$ cat config.mk
export PLATFORM = sky130hd
export DESIGN_NAME = url_query_stream_parser_unit
export DESIGN_NICKNAME = d
export VERILOG_FILES = /design/src/hdl/uqsp_pkg.sv /design/src/hdl/uqsp_step.sv /design/src/hdl/url_query_stream_parser_unit.sv
export SDC_FILE = /design/constraint.sdc
export NUM_CORES = 1
export LEC_CHECK = 0
export BUFFER_PORTS_ARGS = -buffer_cell sky130_fd_sc_hd__buf_2
export CORE_ASPECT_RATIO = 0.9
export CORE_MARGIN = 3
export CORE_UTILIZATION = 51
export DETAILED_ROUTE_END_ITERATION = 12
export PLACE_DENSITY = 0.75
export SETUP_SLACK_MARGIN = 0.2
export SYNTH_ARGS = -nofsm -noshare
export SYNTH_HDL_FRONTEND = slang
export SYNTH_SLANG_ARGS = --single-unit
$ cat constraint.sdc
create_clock -name clk -period 2.6 [get_ports clk]
set_input_delay 0.52 -clock clk [delete_from_list [all_inputs] [get_ports clk]]
set_output_delay 0.52 -clock clk [all_outputs]
set_load 0.01 [all_outputs]
$ cat src/hdl/uqsp_pkg.sv
package uqsp_pkg;

  typedef struct packed {
    logic [7:0] in_byte;
    logic       is_end;
  } in_item_t;

  typedef struct packed {
    logic [7:0] out_byte;
    logic [1:0] out_kind;
    logic       has_value;
    logic       last;
  } out_item_t;

  localparam logic [1:0] KIND_KEY   = 2'd0;
  localparam logic [1:0] KIND_VALUE = 2'd1;
  localparam logic [1:0] KIND_PAIR  = 2'd2;
  localparam logic [1:0] KIND_BAD   = 2'd3;

  localparam logic [7:0] CH_PERCENT = 8'h25;
  localparam logic [7:0] CH_AMP     = 8'h26;
  localparam logic [7:0] CH_EQUALS  = 8'h3d;

  typedef enum logic [2:0] {
    PH_KEY   = 3'b001,
    PH_VALUE = 3'b010,
    PH_DROP  = 3'b100
  } phase_t;

  typedef enum logic [2:0] {
    ESC_NONE = 3'b001,
    ESC_HIGH = 3'b010,
    ESC_LOW  = 3'b100
  } esc_t;

  typedef struct packed {
    phase_t     phase;
    esc_t       esc;
    logic [3:0] high_nibble;
  } parse_state_t;

  typedef struct packed {
    parse_state_t state;
    logic         res_valid;
    out_item_t    res;
  } step_t;

  localparam parse_state_t STATE_RESET = '{phase: PH_KEY, esc: ESC_NONE, high_nibble: 4'd0};

endpackage

$ cat src/hdl/uqsp_step.sv
module uqsp_step
  import uqsp_pkg::*;
(
  input  in_item_t     item,
  input  parse_state_t cur,
  output step_t        step
);

  // {ok, value}
  function automatic logic [4:0] hex_digit(input logic [7:0] ch);
    logic [4:0] r;
    r = 5'd0;
    if (ch >= 8'h30 && ch <= 8'h39) begin
      r = {1'b1, 4'(ch - 8'h30)};
    end else if (ch >= 8'h41 && ch <= 8'h46) begin
      r = {1'b1, 4'(ch - 8'h37)};
    end else if (ch >= 8'h61 && ch <= 8'h66) begin
      r = {1'b1, 4'(ch - 8'h57)};
    end
    return r;
  endfunction

  logic       in_pair;
  logic       in_value;
  logic [1:0] kind_here;
  logic [4:0] hex;

  assign in_value  = (cur.phase == PH_VALUE);
  assign in_pair   = (cur.phase == PH_KEY) || in_value;
  assign kind_here = in_value ? KIND_VALUE : KIND_KEY;
  assign hex       = hex_digit(item.in_byte);

  always_comb begin
    step.state     = cur;
    step.res_valid = 1'b0;
    step.res       = '0;
    if (item.is_end) begin
      step.state     = STATE_RESET;
      step.res_valid = 1'b1;
      step.res.last  = 1'b1;
      if (in_pair && cur.esc == ESC_NONE) begin
        step.res.out_kind  = KIND_PAIR;
        step.res.has_value = in_value;
      end else begin
        step.res.out_kind = KIND_BAD;
      end
    end else if (in_pair) begin
      if (cur.esc != ESC_NONE) begin
        if (!hex[4]) begin
          step.state.phase       = PH_DROP;
          step.state.esc         = ESC_NONE;
          step.state.high_nibble = 4'd0;
          step.res_valid         = 1'b1;
          step.res.out_kind      = KIND_BAD;
        end else if (cur.esc == ESC_HIGH) begin
          step.state.high_nibble = hex[3:0];
          step.state.esc         = ESC_LOW;
        end else begin
          step.state.esc         = ESC_NONE;
          step.state.high_nibble = 4'd0;
          step.res_valid         = 1'b1;
          step.res.out_byte      = {cur.high_nibble, hex[3:0]};
          step.res.out_kind      = kind_here;
        end
      end else if (item.in_byte == CH_PERCENT) begin
        step.state.esc = ESC_HIGH;
      end else if (item.in_byte == CH_AMP) begin
        step.state.phase   = PH_KEY;
        step.res_valid     = 1'b1;
        step.res.out_kind  = KIND_PAIR;
        step.res.has_value = in_value;
      end else if (item.in_byte == CH_EQUALS && !in_value) begin
        step.state.phase = PH_VALUE;
      end else begin
        step.res_valid    = 1'b1;
        step.res.out_byte = item.in_byte;
        step.res.out_kind = kind_here;
      end
    end
  end

endmodule

$ cat src/hdl/url_query_stream_parser_unit.sv
// Streaming URL query decoder. Takes one raw byte (or an end marker) per cycle
// unless in_stall is high, and gives at most one result per byte: a decoded key
// or value byte, a pair-complete marker with has_value, or a malformed marker;
// last flags the result of the end marker. Sustained rate is one transaction
// per cycle on both channels while out_stall is low; a byte passes through the
// input register, then the result register; the state update between them is
// the only loop. Bytes that give no result ('%', the first hex digit, the first
// '=' of a key, dropped bytes) never wait for the result register.
module url_query_stream_parser_unit
  import uqsp_pkg::*;
(
  input  logic      clk,
  input  logic      rst_n,
  input  logic      in_valid,
  output logic      in_stall,
  input  in_item_t  in_data,
  output logic      out_valid,
  input  logic      out_stall,
  output out_item_t out_data
);

  logic         s1_valid_r, s1_valid_nxt;
  in_item_t     s1_item_r;
  parse_state_t state_r;
  logic         out_valid_r, out_valid_nxt;
  out_item_t    out_data_r;
  step_t        step;
  logic         out_free;
  logic         s1_fire;
  logic         in_accept;

  uqsp_step u_step (
    .item (s1_item_r),
    .cur  (state_r),
    .step (step)
  );

  assign out_free  = !out_valid_r || !out_stall;
  assign s1_fire   = s1_valid_r && (!step.res_valid || out_free);
  assign in_stall  = s1_valid_r && !s1_fire;
  assign in_accept = in_valid && !in_stall;

  always_comb begin
    s1_valid_nxt = s1_valid_r;
    if (in_accept) begin
      s1_valid_nxt = 1'b1;
    end else if (s1_fire) begin
      s1_valid_nxt = 1'b0;
    end
  end

  always_comb begin
    out_valid_nxt = out_valid_r;
    if (s1_fire && step.res_valid) begin
      out_valid_nxt = 1'b1;
    end else if (out_valid_r && !out_stall) begin
      out_valid_nxt = 1'b0;
    end
  end

  always_ff @(posedge clk) begin
    if (!rst_n) begin
      s1_valid_r  <= 1'b0;
      out_valid_r <= 1'b0;
      state_r     <= STATE_RESET;
    end else begin
      s1_valid_r  <= s1_valid_nxt;
      out_valid_r <= out_valid_nxt;
      if (s1_fire) begin
        state_r <= step.state;
      end
    end
  end

  always_ff @(posedge clk) begin
    if (in_accept) begin
      s1_item_r <= in_data;
    end
    if (s1_fire && step.res_valid) begin
      out_data_r <= step.res;
    end
  end

  assign out_valid = out_valid_r;
  assign out_data  = out_data_r;

  a_byte_kinds: assert property (@(posedge clk) disable iff (!rst_n)
    out_valid && (out_data.out_kind == KIND_PAIR || out_data.out_kind == KIND_BAD)
      |-> out_data.out_byte == 8'd0)
    else $error("nonzero byte on a marker result");

  a_has_value: assert property (@(posedge clk) disable iff (!rst_n)
    out_valid && out_data.has_value |-> out_data.out_kind == KIND_PAIR)
    else $error("has_value on a non-pair result");

  a_last_kind: assert property (@(posedge clk) disable iff (!rst_n)
    out_valid && out_data.last
      |-> (out_data.out_kind == KIND_PAIR || out_data.out_kind == KIND_BAD))
    else $error("last on a data byte");

  a_esc_phase: assert property (@(posedge clk) disable iff (!rst_n)
    state_r.esc != ESC_NONE |-> state_r.phase != PH_DROP)
    else $error("escape pending while dropping");

endmodule
======== Yosys cells after proc, flatten, opt, wreduce, memory -nomap -nowiden ========
Cells that the tools add are included.
word-level totals
  register bits after elaboration ......... 33
  input bits .............................. 13
  output and inout port bits .............. 14
  word-level logic and storage cells ...... 94
operators by class
  add/sub/neg operators ................... 3
  order comparisons ....................... 6
  equality and inequality tests ........... 10
  mux-type cells .......................... 34
  bitwise gates (word level) .............. 1
  reductions and logical operators ........ 29
operators by type and width
  kind                                                                                 number
  11-bit 2-to-1 mux                                                                    4
  8-bit by 6-bit equality test with 1-bit output, second input constant                3
  8-bit 2-to-1 mux                                                                     3
  22-bit 2-to-1 mux                                                                    1
  3-bit 2-to-1 mux                                                                     6
  8-bit by 7-bit greater-or-equal comparator with 1-bit output, second input constant  2
  8-bit by 7-bit <= comparator with 1-bit output, second input constant                2
  5-bit 2-to-1 mux                                                                     3
  12-bit 2-to-1 mux                                                                    1
  1-bit 2-to-1 mux                                                                     11
  1-bit logical AND                                                                    10
  8-bit by 6-bit greater-or-equal comparator with 1-bit output, second input constant  1
  8-bit by 6-bit <= comparator with 1-bit output, second input constant                1
  2-bit nonzero test                                                                   4
  4-bit by 3-bit subtractor with 4-bit output, second input constant                   2
  7-bit 2-to-1 mux                                                                     1
  3-bit by 1-bit equality test with 1-bit output, second input constant                2
  3-bit by 2-bit equality test with 1-bit output, second input constant                2
  1-bit logical NOT                                                                    6
  6-bit 2-to-1 mux                                                                     1
  3-bit AND reduction                                                                  2
  5-bit AND reduction                                                                  1
  2-bit 2-to-1 mux                                                                     2
  4-bit 2-to-1 mux                                                                     1
  9 further kinds                                                                      11

======== Logic depth before layout (Yosys ltp) ========
Gate-level depths: netlist of the first run.
  depth in word-level cells ............... 18
  mapped depth ............................ 9
  gate-level depth less buffers ........... 8

======== Cells and area by module ========
A second synthesis of the first run with hierarchy kept.
unflattened totals
  cells, all modules ...................... 177
  area total of the unflattened synthesis .. 1848.0 sq um
by module, submodules not included
  module                        times used  cells an instance  area each (sq um)  seq. area each (sq um)
  url_query_stream_parser_unit  1           75                 1121.1             870.8
  uqsp_step                     1           102                726.9              0.0

======== Worst setup path after synthesis of the first run ========
OpenSTA, ideal clock, no wires.
  kind .................................... reg-to-reg
  from .................................... register s1_item_r[1] (netlist bit)
  to ...................................... register out_data_r (netlist bit out_data[0]), enable pin
  setup time .............................. 0.380 ns
  arrival ................................. 2.339 ns
  data required time ...................... 2.220 ns
  setup slack ............................. -0.119 ns
  stages on the path, launching flop included .. 7
  buffers on the path ..................... 0
  clock period less this slack ............ 2.719 ns
  path through ............................ edfxtp_1 -> ha_1 -> or3b_2 -> and4_1 -> o21ai_0 -> o2111ai_1 -> nor2_1
between the ends
  longest elaborated chain between the ends .. 13
  elaborated cells on any way between the ends .. 27
  classes of those cells .................. order compare (6); eq/ne (3); mux (10); reduce/logical (8)
RTL lines
  what                                                                                                                            RTL line                            text
  start: declaration                                                                                                              url_query_stream_parser_unit.sv:23  in_item_t s1_item_r;
  start signal: assignment                                                                                                        url_query_stream_parser_unit.sv:77  s1_item_r <= in_data;
  8-bit by 7-bit greater-or-equal comparator with 1-bit output or 8-bit by 7-bit <= comparator with 1-bit output (tied branches)  uqsp_step.sv:17                     end else if (ch >= 8'h61 && ch <= 8'h66) begin
  1-bit logical AND                                                                                                               uqsp_step.sv:17
  5-bit 2-to-1 mux                                                                                                                uqsp_step.sv:17
  5-bit 2-to-1 mux                                                                                                                uqsp_step.sv:15                     end else if (ch >= 8'h41 && ch <= 8'h46) begin
  5-bit 2-to-1 mux                                                                                                                uqsp_step.sv:13                     if (ch >= 8'h30 && ch <= 8'h39) begin
  8-bit 2-to-1 mux                                                                                                                uqsp_step.sv:49                     if (!hex[4]) begin
  11-bit 2-to-1 mux *                                                                                                             uqsp_step.sv:48                     if (cur.esc != ESC_NONE) begin
  22-bit 2-to-1 mux *                                                                                                             uqsp_step.sv:47                     end else if (in_pair) begin
  11-bit 2-to-1 mux *                                                                                                             uqsp_step.sv:37                     if (item.is_end) begin
  1-bit logical NOT                                                                                                               url_query_stream_parser_unit.sv:39  assign s1_fire = s1_valid_r && (!step.res_valid || out_free);
  1-bit logical OR                                                                                                                url_query_stream_parser_unit.sv:39
  1-bit logical AND                                                                                                               url_query_stream_parser_unit.sv:39
  1-bit logical AND *                                                                                                             url_query_stream_parser_unit.sv:79  if (s1_fire && step.res_valid) begin
  end signal: assignment                                                                                                          url_query_stream_parser_unit.sv:80  out_data_r <= step.res;
  end: declaration                                                                                                                url_query_stream_parser_unit.sv:26  out_item_t out_data_r;
Mark *: on every way between the ends. The rest lies on a longest branch, timed or not. The select of a mux whose other input is x is not followed.
A chain may end at the register's enable or synchronous reset.

======== Worst setup path after layout of the first run ========
  from .................................... register s1_item_r[2] (netlist bit)
  to ...................................... output in_stall
between the ends
  longest elaborated chain between the ends .. 14
  elaborated cells on any way between the ends .. 28
  classes of those cells .................. order compare (6); eq/ne (3); mux (10); reduce/logical (9)
RTL lines
  what                                                                                                                            RTL line                            text
  8-bit by 7-bit greater-or-equal comparator with 1-bit output or 8-bit by 7-bit <= comparator with 1-bit output (tied branches)  uqsp_step.sv:17
  1-bit logical AND                                                                                                               uqsp_step.sv:17
  5-bit 2-to-1 mux                                                                                                                uqsp_step.sv:17
  5-bit 2-to-1 mux                                                                                                                uqsp_step.sv:15
  5-bit 2-to-1 mux                                                                                                                uqsp_step.sv:13
  8-bit 2-to-1 mux                                                                                                                uqsp_step.sv:49
  11-bit 2-to-1 mux *                                                                                                             uqsp_step.sv:48
  22-bit 2-to-1 mux *                                                                                                             uqsp_step.sv:47
  11-bit 2-to-1 mux *                                                                                                             uqsp_step.sv:37
  1-bit logical NOT *                                                                                                             url_query_stream_parser_unit.sv:39
  1-bit logical OR *                                                                                                              url_query_stream_parser_unit.sv:39
  1-bit logical AND *                                                                                                             url_query_stream_parser_unit.sv:39
  1-bit logical NOT *                                                                                                             url_query_stream_parser_unit.sv:40  assign in_stall = s1_valid_r && !s1_fire;
  1-bit logical AND *                                                                                                             url_query_stream_parser_unit.sv:40
  end: declaration                                                                                                                url_query_stream_parser_unit.sv:15  output logic in_stall,
Marked as above.

==> results by group, run 1 <==
Die
  – Die X: 69.0 um
  – Top-level port count: 27
  – Die height: 62.7 um
  – Core area: 3230 um2
  – Initial core utilization: 0.564
  – Rows: 19
  – Die area: 4330 um2

Clock network
  – Clock net sink count: 33
  – CTS H-Tree Depth: 2
  – CTS Root Cell: clkbuf_8
  – Clock-pin slew of the registers on the worst-case setup and hold paths: ~0.060 ns
  – CTS tree: yes
  – CTS Hold Bufs: 0
  – Longest Clk Path Bufs: 2
  – Number of buffers created by CTS: 5
  – Skew-Pair Late Insertion Delay: roughly 0.28 ns

Global routing
  – Global routing met3 resource utilization: 0.0707
  – Met2 Track Usage GR: 0.362
  – GRT overflow: 0
  – Antenna violations before repair: 0
  – Global routing's busiest layer: met2
  – Vias in the first global route: 1590
  – First-pass GRT wire length: 7.50 mm
  – Met1 Use GR: 0.268
  – Largest net degree at the start of global routing: 20
  – GRT Total Usage: 0.219

Drt
  – Avg WL per Cell: between 15 and 20 um
  – Routed wire length: about 4.5 mm
  – Detail Route Antenna Nets: 0
  – Detailed Route Iter0 Violations: 107
  – 1st-pass router iterations: 5
  – Detailed-route DRC error count: 0
  – Via count: 1638
  – Drt via density: 5.98

Yosys
  – Post-Syn Nets: 196
  – Ys flop type: edfxtp_1
  – Post-Syn Instances: 179
  – Cell Area, Synth: approximately 1800 um2
  – Synth warn: 0
  – Avg Synthesized Cell Area: 10.2 um2
  – Post-synth cell types: 50
  – Async S/R FF share, synth: 0
  – Post-synth EDFFs: 21
  – Seq/Total Area, Yosys: 0.478
  – Seq cells post-synth: 33

Worst setup path
  – Crit Path Max Fanout: 4
  – Setup CP Type: reg2out
  – CP Capture Type: output pin
  – Cell breakdown of the critical path: inv_2, ha_4, nand3_2, or3_1, a31o_1, o2111ai_4, nor2_4, buf_6
  – Arr. time, crit path: 2.13 ns
  – Startpoint Class: register
  – Reg2reg setup slack: 0.05 ns
  – Worst path slowest cell: edfxtp_1
  – Critical Path RT: between 2 and 2.5 ns
  – CP max stage delay: 0.41 ns

Place
  – Gpl congestion: 0.911
  – Hpwl dp: ~3.3 mm
  – Buffers on Ports: 26
  – Post-Place Cells: between 200 and 300
  – Pre-CTS setup slack: ~0.074 ns

Cells and area
  – Synth-to-Final Area Change: 34.4%
  – Core Util, Final: 0.758
  – Antenna Cells: 0
  – Layout cell share with drive strength beyond 1: 0.379
  – Final non-filler cell total: around 270
  – Total Nets Final: 248

Timing
  – Worst-margin pin slew: 0.555 ns
  – Slew Limit Fails: 0
  – Final setup margin: -0.0501 ns
  – Hold Vio Cnt, Final: 0
  – Hold Slack: 0.410 ns
  – Clk_skew: around 0.0044 ns
  – Final min period: 2.65 ns
  – Final period utilization: 1.02
  – RSZ-0062 raised after global routing: yes
  – Final setup viols: 1
  – Rel. slew slack: 0.627
  – Highest clock rate: 377 MHz

Job
  – Max-cap violations: 0

Power and ir drop
  – PwrDens: about 490 nW/um2
  – Peak VDD IR: 0.000429 V
  – Total Power: 1.19 mW
  – Static Leak: 0.988 nW

Run status
  – Status: finished, violations left
  – Failing checks: setup timing

Worst hold path
  – Worst hold path class: in2reg
worst max-delay path: cells and delay by family, from the launching register on:
family / cells / cell delay, ns
buf+inv: 2 / 0.26
compound gates: 2 / 0.51
flops: 1 / 0.41
simple gates: 3 / 0.50
fa+ha+maj: 1 / 0.17
path summary, 6_finish.rpt:
check,cells after the start,to,from
max reg2reg,11,s1_item_r[1],s1_item_r[2]
min reg2reg,2,state_r[0],state_r[0]
min,1,s1_item_r[0],in_data[0]
max,8,in_stall,s1_item_r[2]
cell usage in the layout, fill, tap and decap left out, types with 6 or more instances in the layout:
cell | netlist | routed
nand2_1 | 16 | 16
a21oi_1 | 8 | 7
a31oi_1 | 6 | 6
edfxtp_1 | 21 | 21
dfxtp_1 | 12 | 12
buf_4 | 0 | 23
buf_2 | 2 | 25
mux2i_1 | 8 | 7
nor2_1 | 13 | 11
nand3_1 | 8 | 6
metrics by stage:
step                      setup TNS, ns  instance area, um2
after detailed placement              0                2130
final                           -0.0501                2450
after CTS                       -0.0307                2340
after global routing             -0.766                2450
after floorplan                       0                1880
after global placement                0                2130
synth_stat cells (2+ instances only):
cell type / n / area [um2]
nor2_1: 13 / 48.8
a21oi_1: 8 / 40.0
or3_1: 3 / 18.8
nor3b_1: 2 / 15.0
and4_1: 2 / 17.5
a31o_2: 2 / 17.5
clkbuf_1: 5 / 18.8
o211a_1: 2 / 20.0
edfxtp_1: 21 / 631
a31oi_1: 6 / 37.5
nand3_1: 8 / 40.0
inv_1: 7 / 26.3
buf_1: 2 / 7.51
buf_2: 2 / 10.0
mux2i_1: 8 / 80.1
o21ai_0: 3 / 15.0
dfxtp_1: 12 / 240
nor4b_1: 2 / 17.5
nand3b_1: 3 / 22.5
nor2b_1: 2 / 12.5
nand4_1: 4 / 25.0
a211oi_1: 2 / 15.0
nand2_1: 16 / 60.1
nor3_1: 6 / 30.0
xnor2_1: 5 / 43.8
o21a_1: 2 / 15.0
and3_1: 2 / 12.5
ha_1: 4 / 50.1
a22oi_1: 4 / 30.0
power breakdown:
| part | switching, mW | internal (mW) |
|---|---|---|
| Clock | 0.170 | 0.186 |
| Combinational | 0.125 | 0.104 |
| Sequential | 0.0218 | 0.589 |
| Total | 0.316 | 0.878 |
sequential cells by signal, summed over array words and instances, names as in the netlist:
signal / flops
state_r: 10
out_valid: 1
out_data: 12
s1_item_r: 9
s1_valid_r: 1
area by class of cell:
cell class	instances	area (um2)
clock inverter	1	3.75
fill	250	783
multi-input combinational	131	1060
tap	42	52.6
timing repair buffer	53	363
inverter	7	26.3
clock buffer	7	76.3
sequential	33	871
timing repair:
item                                    CTS  global route
gates resized for setup                  12            13
gates cloned                              1             0
buffers inserted                          8             5
pin swaps                                 6            10
endpoints found under the setup margin   32            37
hold endpoints to repair                  0             0
cells by family after synthesis:
group | Yosys count | synth area share
DFF | 33 | 0.478
adders and majority gates | 4 | 0.0275
buffers and inverters | 16 | 0.0343
xor gates and xnor gates | 5 | 0.0240
and+or+nand+nor | 71 | 0.226
muxes | 8 | 0.0439
AOI/OAI and AO/OA | 42 | 0.167
metal layers:
layer,vias up,share of wire
met3,13,0.051
li1,787,-
met5,-,0
met4,0,0.029
met2,50,0.48
met1,788,0.43
Note: power is estimated with default switching activity, not from simulation.
==> run 2: changes to the inputs <==
==> constraint.sdc (replaced) <==
create_clock -name clk -period 2.6 [get_ports clk]
set_input_delay 0.39 -clock clk [delete_from_list [all_inputs] [get_ports clk]]
set_output_delay 0.39 -clock clk [all_outputs]
set_load 0.01 [all_outputs]
==> results by group, run 2 (synthesis gave the netlist of run 1 again) <==
Worst setup path
  – Worst path slowest cell: edfxtp_1
  – Cell breakdown of the critical path: buf_6, ha_4, or3b_4, and4_4, o21ai_4, o2111ai_4, nor2_4, buf_6
  – Arr. time, crit path: 2.13 ns (about the same)
  – Most Frequent Cell on Critical Path: buf_6
  – Critical Path RT: 2.21 ns (+0.13 ns)
  – CP Capture Type: output pin
  – Setup CP Type: reg2out
  – Crit Path Max Fanout: 5 (+1)
  – Startpoint Class: register
  – CP max stage delay: 0.43 ns (+0.02 ns)

Die
  – Top-level port count: 27 (unchanged)
  – Die height: 62.7 um (unchanged)
  – Core area: 3230 um2 (unchanged)
  – Die area: 4330 um2 (unchanged)
  – Initial core utilization: 0.564 (unchanged)
  – Die X: 69.0 um (unchanged)
  – Rows: 19 (unchanged)

Clock network
  – CTS tree: yes
  – Clock net sink count: 33 (unchanged)
  – Longest Clk Path Bufs: 2 (unchanged)
  – Skew-Pair Late Insertion Delay: 0.28 ns (about the same)
  – Number of buffers created by CTS: 5 (unchanged)
  – Clock-pin slew of the registers on the worst-case setup and hold paths: 0.06 ns (about the same)
  – CTS Root Cell: clkbuf_8
  – CTS Hold Bufs: 0 (unchanged)
  – CTS H-Tree Depth: 2 (unchanged)

Cells and area
  – Final non-filler cell total: 272 (-0.73%)
  – Total Nets Final: 246 (-0.81%)
  – Most frequent cells in the layout: buf_2, buf_4, edfxtp_1
  – Layout cell share with drive strength beyond 1: 0.378 (-0.00105)
  – Synth-to-Final Area Change: 34.2%
  – Commonest non-fill, non-tap cell in the layout: buf_2
  – Antenna Cells: 0 (unchanged)
  – Largest register FFs: 12 (unchanged)
  – Finished Cell Area: 2450 um2 (-0.10%)

Worst hold path
  – Worst hold path class: in2reg

Power and ir drop
  – Total Power: 1.32 mW (+11%)
  – Static Leak: 0.990 nW (+0.16%)
  – PwrDens: 541 nW/um2 (+11%)
  – Peak VDD IR: 0.000557 V (+30%)

Drt
  – Detailed-route DRC error count: 0 (unchanged)
  – Routed wire length: 4.74 mm (+4.5%)
  – Avg WL per Cell: 17.4 um (+5.2%)
  – Drt via density: 6.16 (+3.0%)
  – Detail Route Antenna Nets: 0 (unchanged)
  – Detailed Route Iter0 Violations: 151 (+41%)
  – Via count: 1675 (+2.3%)
  – 1st-pass router iterations: 4 (-1)

Timing
  – Hold Vio Cnt, Final: 0 (unchanged)
  – Clk_skew: 0.00698 ns (+0.00253 ns)
  – Final period utilization: 0.970 (-0.0495)
  – RSZ-0062 raised after global routing: yes
  – Rel. slew slack: 0.520 (-0.108)
  – Worst-margin pin slew: 0.710 ns (+0.156 ns)
  – Final setup viols: 0 (-1)
  – Highest clock rate: 397 MHz (+5.1%)
  – Slew Limit Fails: 0 (unchanged)
  – Final min period: 2.52 ns (-0.129 ns)
  – TNS Setup: 0 ns (+0.0501 ns)

Place
  – Buffers on Ports: 26 (unchanged)
  – Hpwl dp: 3.16 mm (-3.4%)
  – Post-Place Cells: 247 (-2.0%)
  – Gpl congestion: 0.884 (-2.9%)
  – Area after DPL: 2070 um2 (-2.9%)

Run status
  – Status: finished clean

Job
  – Max-cap violations: 0 (unchanged)

Global routing
  – GRT overflow: 0 (unchanged)
  – GRT Total Usage: 0.214 (-0.00566)
  – First-pass GRT wire length: 7.33 mm (-2.2%)
  – Largest net degree at the start of global routing: 20 (unchanged)
  – Antenna violations before repair: 0 (unchanged)
  – Vias in the first global route: 1532 (-3.6%)
==> run 2: through the flow <==
| step | hold WS (ns) | util | setup WS [ns] |
|---|---|---|---|
| floorplan | 0.434 | - | 0.212 |
| detailed placement | 0.454 | 0.640 | 0.0631 |
| CTS | 0.274 | 0.719 | 0.0323 |
| finish | 0.286 | 0.757 | 0.0786 |
| global route | 0.270 | 0.757 | -0.0109 |
| global placement | 0.453 | 0.640 | 0.123 |
==> run 2: final timing paths <==
kind / depth (start not counted) / slack (ns) / from / to
worst min register to register: 2 / 0.47 / state_r[2] / state_r[2]
worst max-delay path: 8 / 0.08 / s1_item_r[1] / in_stall
worst max register to register: 8 / 0.15 / s1_item_r[7] / s1_item_r[2]
worst min-delay path: 1 / 0.29 / in_data[1] / s1_item_r[1]
==> run 2: per-layer routing <==
metal  up-vias  share of wire  GRT usage
met4         0          0.016     0.0854
met2        89           0.50      0.360
met1       790           0.40      0.256
met5         -              0          0
met3        11          0.082     0.0611
li1        785              -          -
==> run 2: report_power, final <==
group          leakage (nW)  internal, mW  switching, mW
Sequential            0.300         0.589         0.0206
Combinational         0.631         0.103          0.125
Clock                0.0585         0.312          0.174
==> run 2: worst max-delay path: cells and delay by family, from the launching register on <==
family	cells	cell delay, ns
buf+inv	2	0.26
simple gates	3	0.67
compound gates	2	0.32
flops	1	0.43
fa+ha+maj	1	0.17
==> run 2: timing repair <==
action | CTS | global route
pin swaps | 5 | 10
resized for setup | 13 | 11
endpoints found under the setup margin | 34 | 35
buffers inserted | 8 | 8
cloned | 1 | 0
==> run 2: area by class of cell <==
class	count	area (um2)
inverter	7	26.3
timing repair buffer	51	344
tap	42	52.6
multi-input combinational	131	1040
clock inverter	1	30.0
clock buffer	7	86.3
fill	231	786
sequential	33	871
